File: src/hw/rtl/assert_macros.svh
// Assertion macros shared by the RTL modules of the grid pattern matcher.
`ifndef ASSERT_MACROS_SVH
`define ASSERT_MACROS_SVH

// Same-cycle implication, checked at every rising edge outside reset.
`define ASSERT_IMPL(lbl, clk, rst_n, ante, cons) \
  lbl: assert property (@(posedge clk) disable iff (!rst_n) (ante) |-> (cons)) \
    else $error("same-cycle implication check failed");

// Next-cycle implication, checked at every rising edge outside reset.
`define ASSERT_NEXT(lbl, clk, rst_n, ante, cons) \
  lbl: assert property (@(posedge clk) disable iff (!rst_n) (ante) |=> (cons)) \
    else $error("next-cycle implication check failed");

`endif

File: src/hw/rtl/gpm_pkg.sv
// Package with constants, command codes, types and modular helpers of the matcher.
package gpm_pkg;

  localparam int MAX_TEXT    = 64;
  localparam int MAX_PATTERN = 16;

  localparam int HASH_W = 30;
  localparam logic [HASH_W-1:0] HMOD     = HASH_W'(1000000007);
  localparam logic [HASH_W-1:0] ROW_BASE = HASH_W'(911382323);
  localparam logic [HASH_W-1:0] COL_BASE = HASH_W'(972663749);

  localparam int SYM_W     = 8;
  localparam int CMD_W     = 2;
  localparam int OUT_W     = 6;
  localparam int TS_W      = 7;
  localparam int PS_W      = 5;
  localparam int CFG_DW    = 7;
  localparam int CFG_IDX_W = 1;

  localparam logic [CFG_IDX_W-1:0] CFG_TEXT_SIZE = 1'd0;
  localparam logic [CFG_IDX_W-1:0] CFG_PAT_SIZE  = 1'd1;

  localparam logic [CMD_W-1:0] CMD_START = 2'd0;
  localparam logic [CMD_W-1:0] CMD_PAT   = 2'd1;
  localparam logic [CMD_W-1:0] CMD_TEXT  = 2'd2;

  localparam int TP_W       = $clog2(MAX_TEXT + 1);
  localparam int M_W        = $clog2(MAX_PATTERN + 1);
  localparam int PI_W       = (MAX_PATTERN > 1) ? $clog2(MAX_PATTERN) : 1;
  localparam int PAT_DEPTH  = MAX_PATTERN * MAX_PATTERN;
  localparam int PA_W       = (PAT_DEPTH > 1) ? $clog2(PAT_DEPTH) : 1;
  localparam int PP_W       = $clog2(PAT_DEPTH + 1);
  localparam int TXT_DEPTH  = MAX_TEXT * MAX_TEXT;
  localparam int TA_W       = $clog2(TXT_DEPTH);
  localparam int RING       = MAX_PATTERN + 1;
  localparam int RING_DEPTH = RING * MAX_TEXT;
  localparam int RA_W       = $clog2(RING_DEPTH);
  localparam int SL_W       = $clog2(RING);
  localparam int MC_W       = $clog2(HASH_W);

  localparam int TERM_W = 3;

  localparam logic [1:0] TO_HOLD = 2'd0;
  localparam logic [1:0] TO_CLR  = 2'd1;
  localparam logic [1:0] TO_INC  = 2'd2;
  localparam logic [1:0] TO_WIN  = 2'd3;

  localparam logic [2:0] MS_F_CELL = 3'd0;
  localparam logic [2:0] MS_F_HASH = 3'd1;
  localparam logic [2:0] MS_F_RPOW = 3'd2;
  localparam logic [2:0] MS_F_CPOW = 3'd3;
  localparam logic [2:0] MS_T_K1   = 3'd4;
  localparam logic [2:0] MS_T_K2   = 3'd5;

  localparam logic [2:0] ACC_NONE = 3'd0;
  localparam logic [2:0] ACC_SYM  = 3'd1;
  localparam logic [2:0] ACC_ZERO = 3'd2;
  localparam logic [2:0] ACC_CELL = 3'd3;
  localparam logic [2:0] ACC_TERM = 3'd4;

  typedef struct packed {
    logic       job_start;
    logic       pat_we;
    logic       text_we;
    logic       ring_we;
    logic       fin_init;
    logic       row_init;
    logic       cell_adv;
    logic       row_adv;
    logic       set_ready;
    logic       hash_upd;
    logic       rpow_upd;
    logic       cpow_upd;
    logic       cmp_init;
    logic       cmp_adv;
    logic       out_load;
    logic       pos_adv;
    logic       mul_start;
    logic [2:0] mul_sel;
    logic [2:0] acc_op;
    logic [1:0] term_op;
  } dp_cmd_t;

  typedef struct packed {
    logic pat_take;
    logic pat_last;
    logic text_take;
    logic term_cond;
    logic term_dbl;
    logic term_is2;
    logic term_is5;
    logic window;
    logic hash_hit;
    logic f_col_last;
    logic f_row_last;
    logic cmp_eq;
    logic cmp_last;
    logic mul_done;
    logic out_free;
  } dp_stat_t;

  function automatic logic [HASH_W-1:0] red3(input logic [HASH_W+1:0] x);
    logic [HASH_W+1:0] p1;
    logic [HASH_W+1:0] p2;
    logic [HASH_W+1:0] s;
    p1 = {2'b00, HMOD};
    p2 = {1'b0, HMOD, 1'b0};
    s  = x;
    if (s >= p2) begin
      s = s - p2;
    end else if (s >= p1) begin
      s = s - p1;
    end
    return s[HASH_W-1:0];
  endfunction

  function automatic logic [HASH_W-1:0] addmod(input logic [HASH_W-1:0] a,
                                               input logic [HASH_W-1:0] b);
    logic [HASH_W:0] s;
    s = {1'b0, a} + {1'b0, b};
    if (s >= {1'b0, HMOD}) begin
      s = s - {1'b0, HMOD};
    end
    return s[HASH_W-1:0];
  endfunction

  function automatic logic [HASH_W-1:0] submod(input logic [HASH_W-1:0] a,
                                               input logic [HASH_W-1:0] b);
    logic [HASH_W:0] s;
    if (a >= b) begin
      s = {1'b0, a} - {1'b0, b};
    end else begin
      s = {1'b0, a} + {1'b0, HMOD} - {1'b0, b};
    end
    return s[HASH_W-1:0];
  endfunction

endpackage

File: src/hw/rtl/gpm_ctrl.sv
// Controller state machine that sequences hashing, prefix updates and compares.
module gpm_ctrl import gpm_pkg::*; (
  input  logic             clk,
  input  logic             rst_n,
  input  logic             in_valid,
  input  logic [CMD_W-1:0] in_cmd,
  output logic             in_ready,
  input  dp_stat_t         st,
  output dp_cmd_t          cmd
);
  localparam logic [4:0] S_IDLE    = 5'd0;
  localparam logic [4:0] S_F_ROW   = 5'd1;
  localparam logic [4:0] S_F_CELL  = 5'd2;
  localparam logic [4:0] S_F_CELLW = 5'd3;
  localparam logic [4:0] S_F_H     = 5'd4;
  localparam logic [4:0] S_F_HW    = 5'd5;
  localparam logic [4:0] S_F_R     = 5'd6;
  localparam logic [4:0] S_F_RW    = 5'd7;
  localparam logic [4:0] S_F_C     = 5'd8;
  localparam logic [4:0] S_F_CW    = 5'd9;
  localparam logic [4:0] S_T_SEL   = 5'd10;
  localparam logic [4:0] S_T_RD    = 5'd11;
  localparam logic [4:0] S_T_M1    = 5'd12;
  localparam logic [4:0] S_T_M2    = 5'd13;
  localparam logic [4:0] S_T_WR    = 5'd14;
  localparam logic [4:0] S_T_HIT   = 5'd15;
  localparam logic [4:0] S_C_RD    = 5'd16;
  localparam logic [4:0] S_C_CHK   = 5'd17;
  localparam logic [4:0] S_T_OUT   = 5'd18;
  localparam logic [4:0] S_T_ADV   = 5'd19;

  logic [4:0] state_r;
  logic [4:0] state_nxt;
  logic [4:0] after_term;
  logic [1:0] after_term_op;

  always_comb begin
    if (st.term_is2) begin
      after_term    = S_T_WR;
      after_term_op = TO_HOLD;
    end else if (st.term_is5) begin
      after_term    = S_T_HIT;
      after_term_op = TO_HOLD;
    end else begin
      after_term    = S_T_SEL;
      after_term_op = TO_INC;
    end
  end

  always_comb begin
    cmd       = '0;
    state_nxt = state_r;
    in_ready  = 1'b0;
    case (state_r)
      S_IDLE: begin
        in_ready = 1'b1;
        if (in_valid) begin
          case (in_cmd)
            CMD_START: begin
              cmd.job_start = 1'b1;
            end
            CMD_PAT: begin
              if (st.pat_take) begin
                cmd.pat_we = 1'b1;
                if (st.pat_last) begin
                  cmd.fin_init = 1'b1;
                  state_nxt    = S_F_ROW;
                end
              end
            end
            CMD_TEXT: begin
              if (st.text_take) begin
                cmd.text_we = 1'b1;
                cmd.acc_op  = ACC_SYM;
                cmd.term_op = TO_CLR;
                state_nxt   = S_T_SEL;
              end
            end
            default: begin
            end
          endcase
        end
      end
      S_F_ROW: begin
        cmd.acc_op   = ACC_ZERO;
        cmd.row_init = 1'b1;
        state_nxt    = S_F_CELL;
      end
      S_F_CELL: begin
        cmd.mul_start = 1'b1;
        cmd.mul_sel   = MS_F_CELL;
        state_nxt     = S_F_CELLW;
      end
      S_F_CELLW: begin
        if (st.mul_done) begin
          cmd.acc_op   = ACC_CELL;
          cmd.cell_adv = 1'b1;
          state_nxt    = st.f_col_last ? S_F_H : S_F_CELL;
        end
      end
      S_F_H: begin
        cmd.mul_start = 1'b1;
        cmd.mul_sel   = MS_F_HASH;
        state_nxt     = S_F_HW;
      end
      S_F_HW: begin
        if (st.mul_done) begin
          cmd.hash_upd = 1'b1;
          state_nxt    = S_F_R;
        end
      end
      S_F_R: begin
        cmd.mul_start = 1'b1;
        cmd.mul_sel   = MS_F_RPOW;
        state_nxt     = S_F_RW;
      end
      S_F_RW: begin
        if (st.mul_done) begin
          cmd.rpow_upd = 1'b1;
          state_nxt    = S_F_C;
        end
      end
      S_F_C: begin
        cmd.mul_start = 1'b1;
        cmd.mul_sel   = MS_F_CPOW;
        state_nxt     = S_F_CW;
      end
      S_F_CW: begin
        if (st.mul_done) begin
          cmd.cpow_upd = 1'b1;
          cmd.row_adv  = 1'b1;
          if (st.f_row_last) begin
            cmd.set_ready = 1'b1;
            state_nxt     = S_IDLE;
          end else begin
            state_nxt = S_F_ROW;
          end
        end
      end
      S_T_SEL: begin
        if (st.term_cond) begin
          state_nxt = S_T_RD;
        end else begin
          cmd.term_op = after_term_op;
          state_nxt   = after_term;
        end
      end
      S_T_RD: begin
        cmd.mul_start = 1'b1;
        cmd.mul_sel   = MS_T_K1;
        state_nxt     = S_T_M1;
      end
      S_T_M1: begin
        if (st.mul_done) begin
          if (st.term_dbl) begin
            cmd.mul_start = 1'b1;
            cmd.mul_sel   = MS_T_K2;
            state_nxt     = S_T_M2;
          end else begin
            cmd.acc_op  = ACC_TERM;
            cmd.term_op = after_term_op;
            state_nxt   = after_term;
          end
        end
      end
      S_T_M2: begin
        if (st.mul_done) begin
          cmd.acc_op  = ACC_TERM;
          cmd.term_op = after_term_op;
          state_nxt   = after_term;
        end
      end
      S_T_WR: begin
        cmd.ring_we = 1'b1;
        if (st.window) begin
          cmd.term_op = TO_WIN;
          state_nxt   = S_T_SEL;
        end else begin
          state_nxt = S_T_ADV;
        end
      end
      S_T_HIT: begin
        if (st.hash_hit) begin
          cmd.cmp_init = 1'b1;
          state_nxt    = S_C_RD;
        end else begin
          state_nxt = S_T_ADV;
        end
      end
      S_C_RD: begin
        state_nxt = S_C_CHK;
      end
      S_C_CHK: begin
        if (!st.cmp_eq) begin
          state_nxt = S_T_ADV;
        end else if (st.cmp_last) begin
          state_nxt = S_T_OUT;
        end else begin
          cmd.cmp_adv = 1'b1;
          state_nxt   = S_C_RD;
        end
      end
      S_T_OUT: begin
        if (st.out_free) begin
          cmd.out_load = 1'b1;
          state_nxt    = S_T_ADV;
        end
      end
      S_T_ADV: begin
        cmd.pos_adv = 1'b1;
        state_nxt   = S_IDLE;
      end
      default: begin
        state_nxt = S_IDLE;
      end
    endcase
  end

  always_ff @(posedge clk) begin
    if (!rst_n) begin
      state_r <= S_IDLE;
    end else begin
      state_r <= state_nxt;
    end
  end
endmodule

File: config.mk
export PLATFORM = sky130hd
export DESIGN_NAME = gpm_ctrl
export DESIGN_NICKNAME = d
export VERILOG_FILES = /design/src/hw/rtl/assert_macros.svh /design/src/hw/rtl/gpm_pkg.sv /design/src/hw/rtl/gpm_ctrl.sv
export SDC_FILE = /design/constraint.sdc
export NUM_CORES = 1
export LEC_CHECK = 0
export ABC_AREA = 1
export BUFFER_PORTS_ARGS = -buffer_cell sky130_fd_sc_hd__buf_2
export CAP_MARGIN = 5
export CORE_MARGIN = 2
export CORE_UTILIZATION = 50
export CTS_CLUSTER_SIZE = 12
export DETAILED_ROUTE_END_ITERATION = 12
export PLACE_DENSITY = 0.85
export RECOVER_POWER = 25
export SLEW_MARGIN = 5
export SYNTH_ARGS = -nofsm -noshare
export SYNTH_HDL_FRONTEND = slang
export SYNTH_SLANG_ARGS = --single-unit
File: constraint.sdc
create_clock -name clk -period 3.2 [get_ports clk]
set_input_delay 0.16 -clock clk [delete_from_list [all_inputs] [get_ports clk]]
set_output_delay 0.16 -clock clk [all_outputs]
set_load 0.02 [all_outputs]
==> run_results.csv, run 1 <==
group,metric,value,unit
run_status,run_status,"complete, no violations",
hold_path,worst_hold_path_type,"input port to flop",
synthesis,sequential_fraction_of_the_synthesis_area,9.96,%
synthesis,post_synth_instance_area,1000,um^2
timing,max_freq,0.437,GHz
routing,post-route-drc-count,0,
pwr,p_leak,0.765,nW
final_layout,layout-drive-gt1-share,33.9,%
cts,insertion_delay,0.24,ns
synthesis,synth_cell_types,29,
setup_path,timing.critical_path.required,3.04,ns
routing,detail_route.vias_per_cell,4.97,
final_layout,antenna-diode-count,0,
floorplan,pin_count,46,
floorplan,die_height,48.8,um
floorplan,fp.dieArea,2380,um^2
synthesis,post-synth-top-area-fraction,19.1,%
setup_path,critical_path.top_delay_family,"simple AND/OR/NAND/NOR gates",
setup_path,critPathKind,"flop to output port",
timing,slew_violations,0,
routing,route.vias.total,1248,
cts,number_of_buffers_created_by_cts,3,
final_layout,num-nets-final,245,
timing,final.setup_skew,0.000482,ns
cts,post_cts_resize_count,0,
final_layout,largest_reg_flops,5,
cts,cts_buffer_depth,2,
placed_design,routabilityCongestion,0.916,
cts,clk_pin_slew_worst_paths,0.04,ns
cts,tritoncts,"done",
placed_design,place.port_buffers,45,
setup_path,crit_arrival,2.13,ns
synthesis,synth.yosys.warnings,0,
final_layout,largest_register,"state_r",
setup_path,critical_path.endpoint_type,"output port",
global_route,grt_start_max_net_pins,16,
timing,final_min_period_over_clock_period,71.6,%
routing,antenna_left,0,
synthesis,postSynthNetCount,201,
pwr,powerDensity,571,nW/um^2
timing,setup_viol,0,
pwr,post-layout-total-power,0.696,mW
synthesis,ys_seq_elements,5,
floorplan,floorplan.core_area,1920,um^2
flow_run,timing.max_cap.violations,0,
floorplan,core.rowCount,16,
final_layout,layout.cells.most_common_list,"sky130_fd_sc_hd__nand2_1, sky130_fd_sc_hd__buf_2, sky130_fd_sc_hd__nor2_1",
setup_path,critical-path-slowest-cell,"sky130_fd_sc_hd__nor2_1",
global_route,wire_length_of_the_first_global_routing_pass,4.69,mm
routing,routedWlPerCell,10.6,um
routing,drt_pass_1_iters,4,
global_route,antenna_found_initial,0,
synthesis,yosys.area.top_type,"sky130_fd_sc_hd__nand2_1",
final_layout,mostFrequentLayoutCell,"sky130_fd_sc_hd__nand2_1",
setup_path,crit_path_max_fanout,11,
setup_path,crit_path_max_incr_delay,0.44,ns
timing,timing.final.hold_violations,0,
global_route,grt_pass1_vias,1083,
global_route,grt_overflow_total,0,
final_layout,synthToLayoutAreaGrowth,21.4,%
synthesis,synth_edf_count,0,
timing,period_needed,2.29,ns
synthesis,ys_top_cells_by_area,"sky130_fd_sc_hd__nand2_1, sky130_fd_sc_hd__dfxtp_1, sky130_fd_sc_hd__nor2_1, sky130_fd_sc_hd__inv_1, sky130_fd_sc_hd__nand3_1",
synthesis,synthesis.area_per_instance,5.55,um^2
cts,post_cts.repair.setup_buffers,0,
timing,max_slew_margin,64.8,%
timing,setup-tns-final,0,ns
timing,grt_setup_unrepaired,"no",
synthesis,synthesis.instances,181,
floorplan,initial_core_util,52.3,%
cts,hold_buffers,0,
placed_design,dp.final_hpwl,2.24,mm
timing,tightestPinTransition,0.528,ns
pwr,max-vdd-ir-drop,0.403,mV
routing,drt-initial-drc-count,33,
global_route,track_usage,24.5,%
setup_path,startpoint_type,"flop",
final_layout,layout_top_registers,"state_r: 5 flops",
synthesis,ys.flop_type,"sky130_fd_sc_hd__dfxtp_1",
setup_path,reg2reg_setup_slack,1.36,ns
cts,cts_root_buf,"sky130_fd_sc_hd__clkbuf_4",
synthesis,synthArstFlopShare,0,%
cts,tritoncts_num_sinks,5,
floorplan,die_x,48.8,um
routing,route.final.wire_length,2.67,mm
setup_path,timing.critical_path.cells,"nor2_1 -> nand2_1 -> nor2_4 -> nand2_1 -> nor2_1 -> inv_2 -> o21ai_0 -> buf_2",
setup_path,worstPathBufferInverterCount,2,
cts,htree_levels,1,
## through the flow
| stage | area (um^2) | instances | worst slack, ns | hold WS (ns) | utilization (%) |
|---|---|---|---|---|---|
| 5_1_grt | 1220 | 251 | 0.685 | 0.242 | 63.5 |
| 4_1_cts | 1240 | 251 | 1.26 | 0.213 | 64.6 |
| 3_5_place_dp | 1210 | 247 | 1.53 | 0.465 | 63.2 |
| 3_3_place_gp | 1210 | 247 | 1.51 | 0.455 | 63.2 |
| 2_1_floorplan | 1000 | 181 | 1.35 | 0.341 | - |
| 6_report | 1220 | 251 | 0.909 | 0.215 | 63.5 |
## path summary, 6_finish.rpt
check                            end                     from  depth (start not counted)
max                           cmd[2]  state_r[2]$_SDFFE_PN0P_                          8
min          state_r[0]$_SDFFE_PN0P_                    rst_n                          3
max reg2reg  state_r[0]$_SDFFE_PN0P_  state_r[2]$_SDFFE_PN0P_                          9
min reg2reg  state_r[3]$_SDFFE_PN0P_  state_r[3]$_SDFFE_PN0P_                          2
## synthesized netlist by cell type (3+ instances only)
cell type                 instances
sky130_fd_sc_hd__nand2_1         51
sky130_fd_sc_hd__nor2_1          25
sky130_fd_sc_hd__inv_1           23
sky130_fd_sc_hd__nand3_1         14
sky130_fd_sc_hd__nor3_1           7
sky130_fd_sc_hd__inv_2            6
sky130_fd_sc_hd__nand4_1          6
sky130_fd_sc_hd__dfxtp_1          5
sky130_fd_sc_hd__nor2_2           5
sky130_fd_sc_hd__nand2_2          4
sky130_fd_sc_hd__a21oi_1          3
sky130_fd_sc_hd__buf_4            3
sky130_fd_sc_hd__o21ai_1          3
sky130_fd_sc_hd__o22ai_1          3
## final cells by class
type,count,area (um^2)
Clock buffer,4,26.3
Tap cell,27,33.8
Fill cell,207,702
Sequential cell,5,100
Timing Repair Buffer,45,223
Multi-Input combinational cell,140,722
Inverter,30,115
## report_power, final
group / switching [mW] / internal (mW) / leakage, nW / total, mW
clock network: 0.0251 / 0.0471 / 0.0150 / 0.0722
logic: 0.333 / 0.162 / 0.710 / 0.495
registers: 0.0512 / 0.0776 / 0.0406 / 0.129
## logic make-up (layout without fill, tap and decap cells)
kind of cell | count (synthesis) | in the layout | synth area share (%)
compound gates | 15 | 15 | 9.09
buf+inv | 36 | 79 | 16.3
flops | 5 | 5 | 9.96
simple gates | 125 | 125 | 64.6
## worst min-delay path: stages
cell	delay, ns
sky130_fd_sc_hd__buf_2	0.07
sky130_fd_sc_hd__inv_1	0.08
sky130_fd_sc_hd__a21oi_2	0.11
## per-layer routing
layer	GRT usage (%)	vias to the layer above	routed length, um	part of all wire (%)
met5	0	-	0	0
met4	10.5	0	60	2.2
met3	0.307	7	129	4.8
met2	39.7	41	1230	46
met1	34.2	540	1250	47
li1	-	660	-	-
Note: power is estimated with default switching activity, not from simulation.
==> run 2: changes to the inputs <==
ABC_AREA = 0   (was 1)
CORE_UTILIZATION = 42   (was 50)
PLACE_DENSITY = 0.76   (was 0.85)
clock period = 1.9 ns   (was 3.2 ns; I/O delays follow)
==> run 2 against run 1 <==
  * The run now ends with setup timing left
  * Via count hardly changed
  * Synthesized area fell by 3.6%
  * First-iteration DRC count rose by 30%
  * Final area up 11%
  * Clock skew is 0.0036 ns higher
  * Sequential power grew 41%
  * Global-route usage down 0.74 points
  * Cell count down 13%
  * Clock power up 77%
  * Register-to-register slack got worse by 1.4 ns
  * Critical endpoint is now cmd[20]
  * Highest routed layer unchanged
==> run_results.csv, run 2 <==
group,metric,value,unit
setup_path,critical-path-slowest-cell,"sky130_fd_sc_hd__or3_4",
synthesis,ys_top_cells_by_area,"sky130_fd_sc_hd__dfxtp_1, sky130_fd_sc_hd__nand2_1, sky130_fd_sc_hd__nor2b_1, sky130_fd_sc_hd__clkbuf_8, sky130_fd_sc_hd__o21ai_0",
final_layout,mostFrequentLayoutCell,"sky130_fd_sc_hd__buf_2",
setup_path,crit_arrival,1.87,ns
timing,setup-tns-final,-0.0961,ns
timing,grt_setup_unrepaired,"yes",
final_layout,layout-drive-gt1-share,47.6,%
final_layout,antenna-diode-count,0,
final_layout,largest_reg_flops,5,
cts,clk_pin_slew_worst_paths,0.04,ns
final_layout,finalNonFillerCells,219,
synthesis,synth.yosys.warnings,0,
setup_path,critical_path.endpoint_type,"output port",
global_route,grt_start_max_net_pins,20,
cts,cts_buffer_depth,2,
floorplan,fp.dieArea,2710,um^2
cts,tritoncts,"done",
pwr,powerDensity,905,nW/um^2
pwr,p_leak,0.676,nW
placed_design,dp_cells,211,
run_status,run_status,"finished, violations left",
routing,route.vias.total,1247,
timing,tightestPinTransition,0.343,ns
routing,routedWlPerCell,14.2,um
setup_path,crit_path_max_incr_delay,0.38,ns
floorplan,initial_core_util,44.2,%
hold_path,worst_hold_path_type,"input port to flop",
global_route,grt_overflow_total,0,
synthesis,postSynthNetCount,160,
final_layout,num-nets-final,212,
flow_run,timing.max_cap.violations,0,
routing,antenna_left,0,
synthesis,synthesis.area_per_instance,6.92,um^2
final_layout,synthToLayoutAreaGrowth,40.4,%
floorplan,die_x,52.0,um
timing,slew_violations,0,
pwr,post-layout-total-power,1.23,mW
routing,post-route-drc-count,0,
cts,htree_levels,1,
synthesis,post-synth-top-area-fraction,10.3,%
cts,insertion_delay,0.25,ns
placed_design,pre_cts_slack,0.0722,ns
routing,detail_route.vias_per_cell,5.69,
setup_path,timing.critical_path.cells,"or3_4 -> or3_4 -> clkinvlp_4 -> nand2_2 -> nor3_4 -> and2_4 -> buf_6",
global_route,grt_pass1_vias,1103,
synthesis,ys_seq_elements,5,
timing,final_min_period_over_clock_period,103,%
floorplan,die_height,52.0,um
floorplan,floorplan.core_area,2190,um^2
setup_path,timing.critical_path.required,1.80,ns
cts,number_of_buffers_created_by_cts,3,
setup_path,startpoint_type,"flop",
synthesis,synth_cell_types,48,
final_layout,layout_top_registers,"state_r: 5 flops",
placed_design,dp.final_hpwl,2.32,mm
floorplan,pin_count,46,
synthesis,synth_edf_count,0,
final_layout,layout.cells.most_common_list,"sky130_fd_sc_hd__buf_2, sky130_fd_sc_hd__nand2_1, sky130_fd_sc_hd__buf_4",
synthesis,yosys.area.top_type,"sky130_fd_sc_hd__dfxtp_1",
timing,max_freq,0.510,GHz
global_route,wire_length_of_the_first_global_routing_pass,4.87,mm
pwr,max-vdd-ir-drop,0.721,mV
cts,cts_root_buf,"sky130_fd_sc_hd__clkbuf_4",
routing,drt-initial-drc-count,43,
setup_path,crit_path_max_fanout,4,
setup_path,worst_path_most_repeated_cell,"sky130_fd_sc_hd__or3_4",
synthesis,post_synth_instance_area,968,um^2
timing,max_slew_margin,76.9,%
routing,route.final.wire_length,3.11,mm
timing,final.setup_skew,0.00404,ns
setup_path,critPathKind,"flop to output port",
global_route,antenna_found_initial,0,
routing,drt_pass_1_iters,5,
timing,setup_viol,3,
synthesis,synthesis.instances,140,
cts,tritoncts_num_sinks,5,
placed_design,place.port_buffers,45,
placed_design,routabilityCongestion,0.851,
timing,timing.final.ws_setup,-0.0622,ns
global_route,track_usage,23.7,%
placed_design,placed_cell_area,1220,um^2
run_status,violations,"setup timing",
synthesis,yosysMostFrequentCell,"sky130_fd_sc_hd__nand2_1",
timing,hold_ws,0.138,ns
synthesis,synthArstFlopShare,0,%
synthesis,sequential_fraction_of_the_synthesis_area,10.3,%
timing,timing.final.hold_violations,0,
final_layout,final_util,62.1,%
synthesis,synth.cells.most_frequent,"sky130_fd_sc_hd__nand2_1, sky130_fd_sc_hd__inv_1, sky130_fd_sc_hd__nor2_1, sky130_fd_sc_hd__o21ai_0",
final_layout,largest_register,"state_r",
synthesis,ys.flop_type,"sky130_fd_sc_hd__dfxtp_1",
floorplan,core.rowCount,17,
timing,period_needed,1.96,ns
final_layout,final_cell_area,1360,um^2
==> run 2: cell count changes in the layout (fill, tap and decap cells not counted), sizes merged, moves of 6 or more <==
cell,before,now
and3,0,7
buf,43,58
inv,30,8
nand2,57,17
nand2b,0,6
nand3,17,2
nand4,7,1
nor2,34,8
nor2b,0,8
==> run 2: critical path: cells and delay by family, from the launching register on <==
family	cells	cell delay, ns
simple gates	5	1.09
flops	1	0.32
buf+inv	2	0.21
==> run 2: layout make-up <==
cell class,count,area [um^2]
clock buffer,4,26.3
multi-input combinational,115,795
timing repair buffer,58,360
tap,28,35.0
inverter,9,37.5
fill,203,831
sequential,5,106
==> run 2: final timing paths <==
kind	slack (ns)	cells past startpoint	endpoint	from
worst max-delay path	-0.06	7	cmd[20]	state_r[4]$_SDFFE_PN0P_
worst min-delay path	0.14	2	state_r[4]$_SDFFE_PN0P_	rst_n
worst min register to register	0.61	2	state_r[4]$_SDFFE_PN0P_	state_r[3]$_SDFFE_PN0P_
worst max register to register	-0.02	6	state_r[3]$_SDFFE_PN0P_	state_r[4]$_SDFFE_PN0P_
==> run 2: repair_timing <==
action | in CTS | in global routing
hold buffers | 0 | 0
buffers inserted | 4 | 1
endpoints found under the hold margin | 0 | 0
resized for setup | 15 | 15
setup endpoints to repair | 8 | 18
pin swaps | 4 | 4
==> run 2: cells by family after synthesis <==
logic type	synth area share (%)
DFF	10.3
buffers and inverters	13.2
muxes	1.03
xor gates and xnor gates	0.905
and+or+nand+nor	49.7
AOI/OAI and AO/OA	24.8
==> run 2: report_power, final <==
group	switching, mW	total [mW]	internal (mW)
sequential	0.0486	0.182	0.133
clock	0.0481	0.128	0.0797
combinational	0.506	0.921	0.415
total	0.603	1.23	0.628
==> run 2: routing by layer <==
metal / GRT usage (%) / vias up / part of all wire (%)
met2: 41.6 / 59 / 49
met4: 8.77 / 0 / 1.9
met5: 0 / - / 0
met3: 2.01 / 6 / 6.8
li1: - / 608 / -
met1: 29.8 / 574 / 42
==> run 3: changes to the inputs <==
CORE_UTILIZATION = 50   (was 42)
PLACE_DENSITY = 0.85   (was 0.76)
clock period = 2.5 ns   (was 1.9 ns; I/O delays follow)
==> run 3 against run 2 <==
  * The flow now finishes without violations
  * Critical endpoint unchanged
  * Critical path depth is the same
  * Clock power decreased by 25%
  * Largest power group unchanged
  * Largest cell class unchanged
  * Worst hold slack better by 0.041 ns
  * Clock skew is 0.0024 ns higher
  * Clock-buffer cell count did not move
==> run_results.csv, run 3 (synthesis results as in run 2) <==
group,metric,value,unit
setup_path,critPathKind,"flop to output port",
timing,grt_setup_unrepaired,"no",
routing,drt-initial-drc-count,48,
routing,route.vias.total,1277,
routing,detail_route.vias_per_cell,6.23,
floorplan,fp.dieArea,2300,um^2
cts,number_of_buffers_created_by_cts,3,
setup_path,critical_path.endpoint_type,"output port",
cts,clk_pin_slew_worst_paths,0.05,ns
routing,detailroute.wirelength.met2,1.52,mm
cts,cts_root_buf,"sky130_fd_sc_hd__clkbuf_4",
timing,setup_viol,0,
timing,tightestPinTransition,0.711,ns
global_route,wire_length_of_the_first_global_routing_pass,4.64,mm
floorplan,initial_core_util,54.3,%
setup_path,r2r.worst_path.cells,5,
final_layout,num-nets-final,201,
floorplan,die_height,48.0,um
cts,htree_levels,1,
final_layout,finalNonFillerCells,205,
routing,drt_pass_1_iters,4,
setup_path,startpoint_type,"flop",
flow_run,timing.max_cap.violations,0,
global_route,track_usage,28.5,%
floorplan,pin_count,46,
timing,max_slew_margin,52.5,%
pwr,powerDensity,695,nW/um^2
final_layout,final_util,65.5,%
hold_path,worstHoldStart,"rst_n",
global_route,grt_start_max_net_pins,23,
routing,wl_met1,1.14,mm
final_layout,fillers,183,
routing,post-route-drc-count,0,
routing,top_layer,"met4",
placed_design,routabilityCongestion,0.869,
timing,setup-tns-final,0,ns
timing,final.setup_skew,0.00641,ns
setup_path,timing.critical_path.required,2.38,ns
run_status,run_status,"complete, no violations",
final_layout,synthToLayoutAreaGrowth,20.7,%
global_route,grt_pass1_vias,1082,
timing,slew_violations,0,
setup_path,worst_reg2reg_endpoint,"state_r[2]$_SDFFE_PN0P_",
setup_path,reg2reg_setup_slack,0.58,ns
final_layout,layout.cells.most_common_list,"sky130_fd_sc_hd__buf_2, sky130_fd_sc_hd__nand2_1, sky130_fd_sc_hd__inv_1",
cts,tritoncts_num_sinks,5,
final_layout,largest_register,"state_r",
floorplan,die_x,48.0,um
timing,final_min_period_over_clock_period,90.3,%
cts,hold_buffers,0,
hold_path,worst_hold_path_type,"input port to flop",
routing,antenna_left,0,
pwr,max-vdd-ir-drop,0.387,mV
timing,timing.final.hold_violations,0,
placed_design,place.port_buffers,45,
setup_path,crit_arrival,2.13,ns
routing,route.final.wire_length,3.02,mm
placed_design,dp_cells,201,
routing,routedWlPerCell,14.7,um
timing,max_freq,0.443,GHz
hold_path,min_to,"state_r[4]$_SDFFE_PN0P_",
routing,routed-wl-met3,279,um
pwr,p_leak,0.576,nW
global_route,grt_overflow_total,0,
final_layout,largest_reg_flops,5,
setup_path,worst_r2r_startpoint,"state_r[4]$_SDFFE_PN0P_",
hold_path,hold-path-cell-count,2,
final_layout,layout_top_registers,"state_r: 5 flops",
final_layout,layout-drive-gt1-share,32.2,%
global_route,antenna_found_initial,0,
setup_path,crit_path_max_fanout,19,
timing,period_needed,2.26,ns
cts,insertion_delay,0.25,ns
cts,tritoncts,"done",
final_layout,multi_input_gate_area,741,um^2
final_layout,mostFrequentLayoutCell,"sky130_fd_sc_hd__buf_2",
cts,cts_buffer_depth,2,
placed_design,dp.final_hpwl,2.30,mm
floorplan,floorplan.core_area,1780,um^2
final_layout,final-seq-area,101,um^2
final_layout,antenna-diode-count,0,
floorplan,core.rowCount,15,
## run 3: worst max path at each step
stage / start / end / slack [ns] / depth (start not counted)
final: state_r[4]$_SDFFE_PN0P_ / cmd[20] / 0.24 / 7
after floorplan: state_r[4]$_SDFFE_PN0P_ / cmd[20] / 0.12 / 7
after global routing: state_r[4]$_SDFFE_PN0P_ / cmd[20] / 0.1 / 7
after CTS: state_r[4]$_SDFFE_PN0P_ / cmd[20] / 0.16 / 7
after global placement: state_r[4]$_SDFFE_PN0P_ / cmd[20] / 0.52 / 7
after detailed placement: state_r[4]$_SDFFE_PN0P_ / cmd[20] / 0.43 / 7
## run 3: through the flow
stage	total power, mW	setup WS [ns]	area [um^2]	hold slack [ns]
after floorplan	0.571	0.119	968	0.253
after global placement	0.680	0.523	1150	0.386
after detailed placement	0.704	0.434	1150	0.425
after CTS	0.805	0.164	1170	0.173
after global routing	0.874	0.0991	1170	0.164
final	0.812	0.244	1170	0.179
## run 3: timing repair
action                     in CTS  in global routing
setup buffers                   0                  0
gates resized for setup         0                  1
setup endpoints to repair       0                  1
## run 3: per-layer routing
metal	up-vias	GRT usage, %
met5	-	0
met4	0	13.0
met3	12	5.28
met2	88	50.9
met1	586	32.4
li1	591	-
## run 3: final cells by class
type                    instances  share of cell area, %
clock buffers                   4                   2.25
multi-input cells             115                   63.4
repair buffers                 47                   20.1
inverters                       9                   2.89
well taps                      25                   2.68
flip-flops and latches          5                   8.67
## run 3: critical path: stages, from the launching register on
cell and delay, ns:
sky130_fd_sc_hd__dfxtp_2 0.41, sky130_fd_sc_hd__or3_4 0.42, sky130_fd_sc_hd__or3_4 0.35, sky130_fd_sc_hd__inv_1 0.13, sky130_fd_sc_hd__nand2_1 0.09, sky130_fd_sc_hd__nor3_1 0.18
sky130_fd_sc_hd__and2_1 0.15, sky130_fd_sc_hd__buf_2 0.15
## run 3: where the power goes
part / internal (mW) / switching, mW
sequential: 0.0975 / 0.0761
clock: 0.0605 / 0.0352
combinational: 0.230 / 0.313
total: 0.387 / 0.424
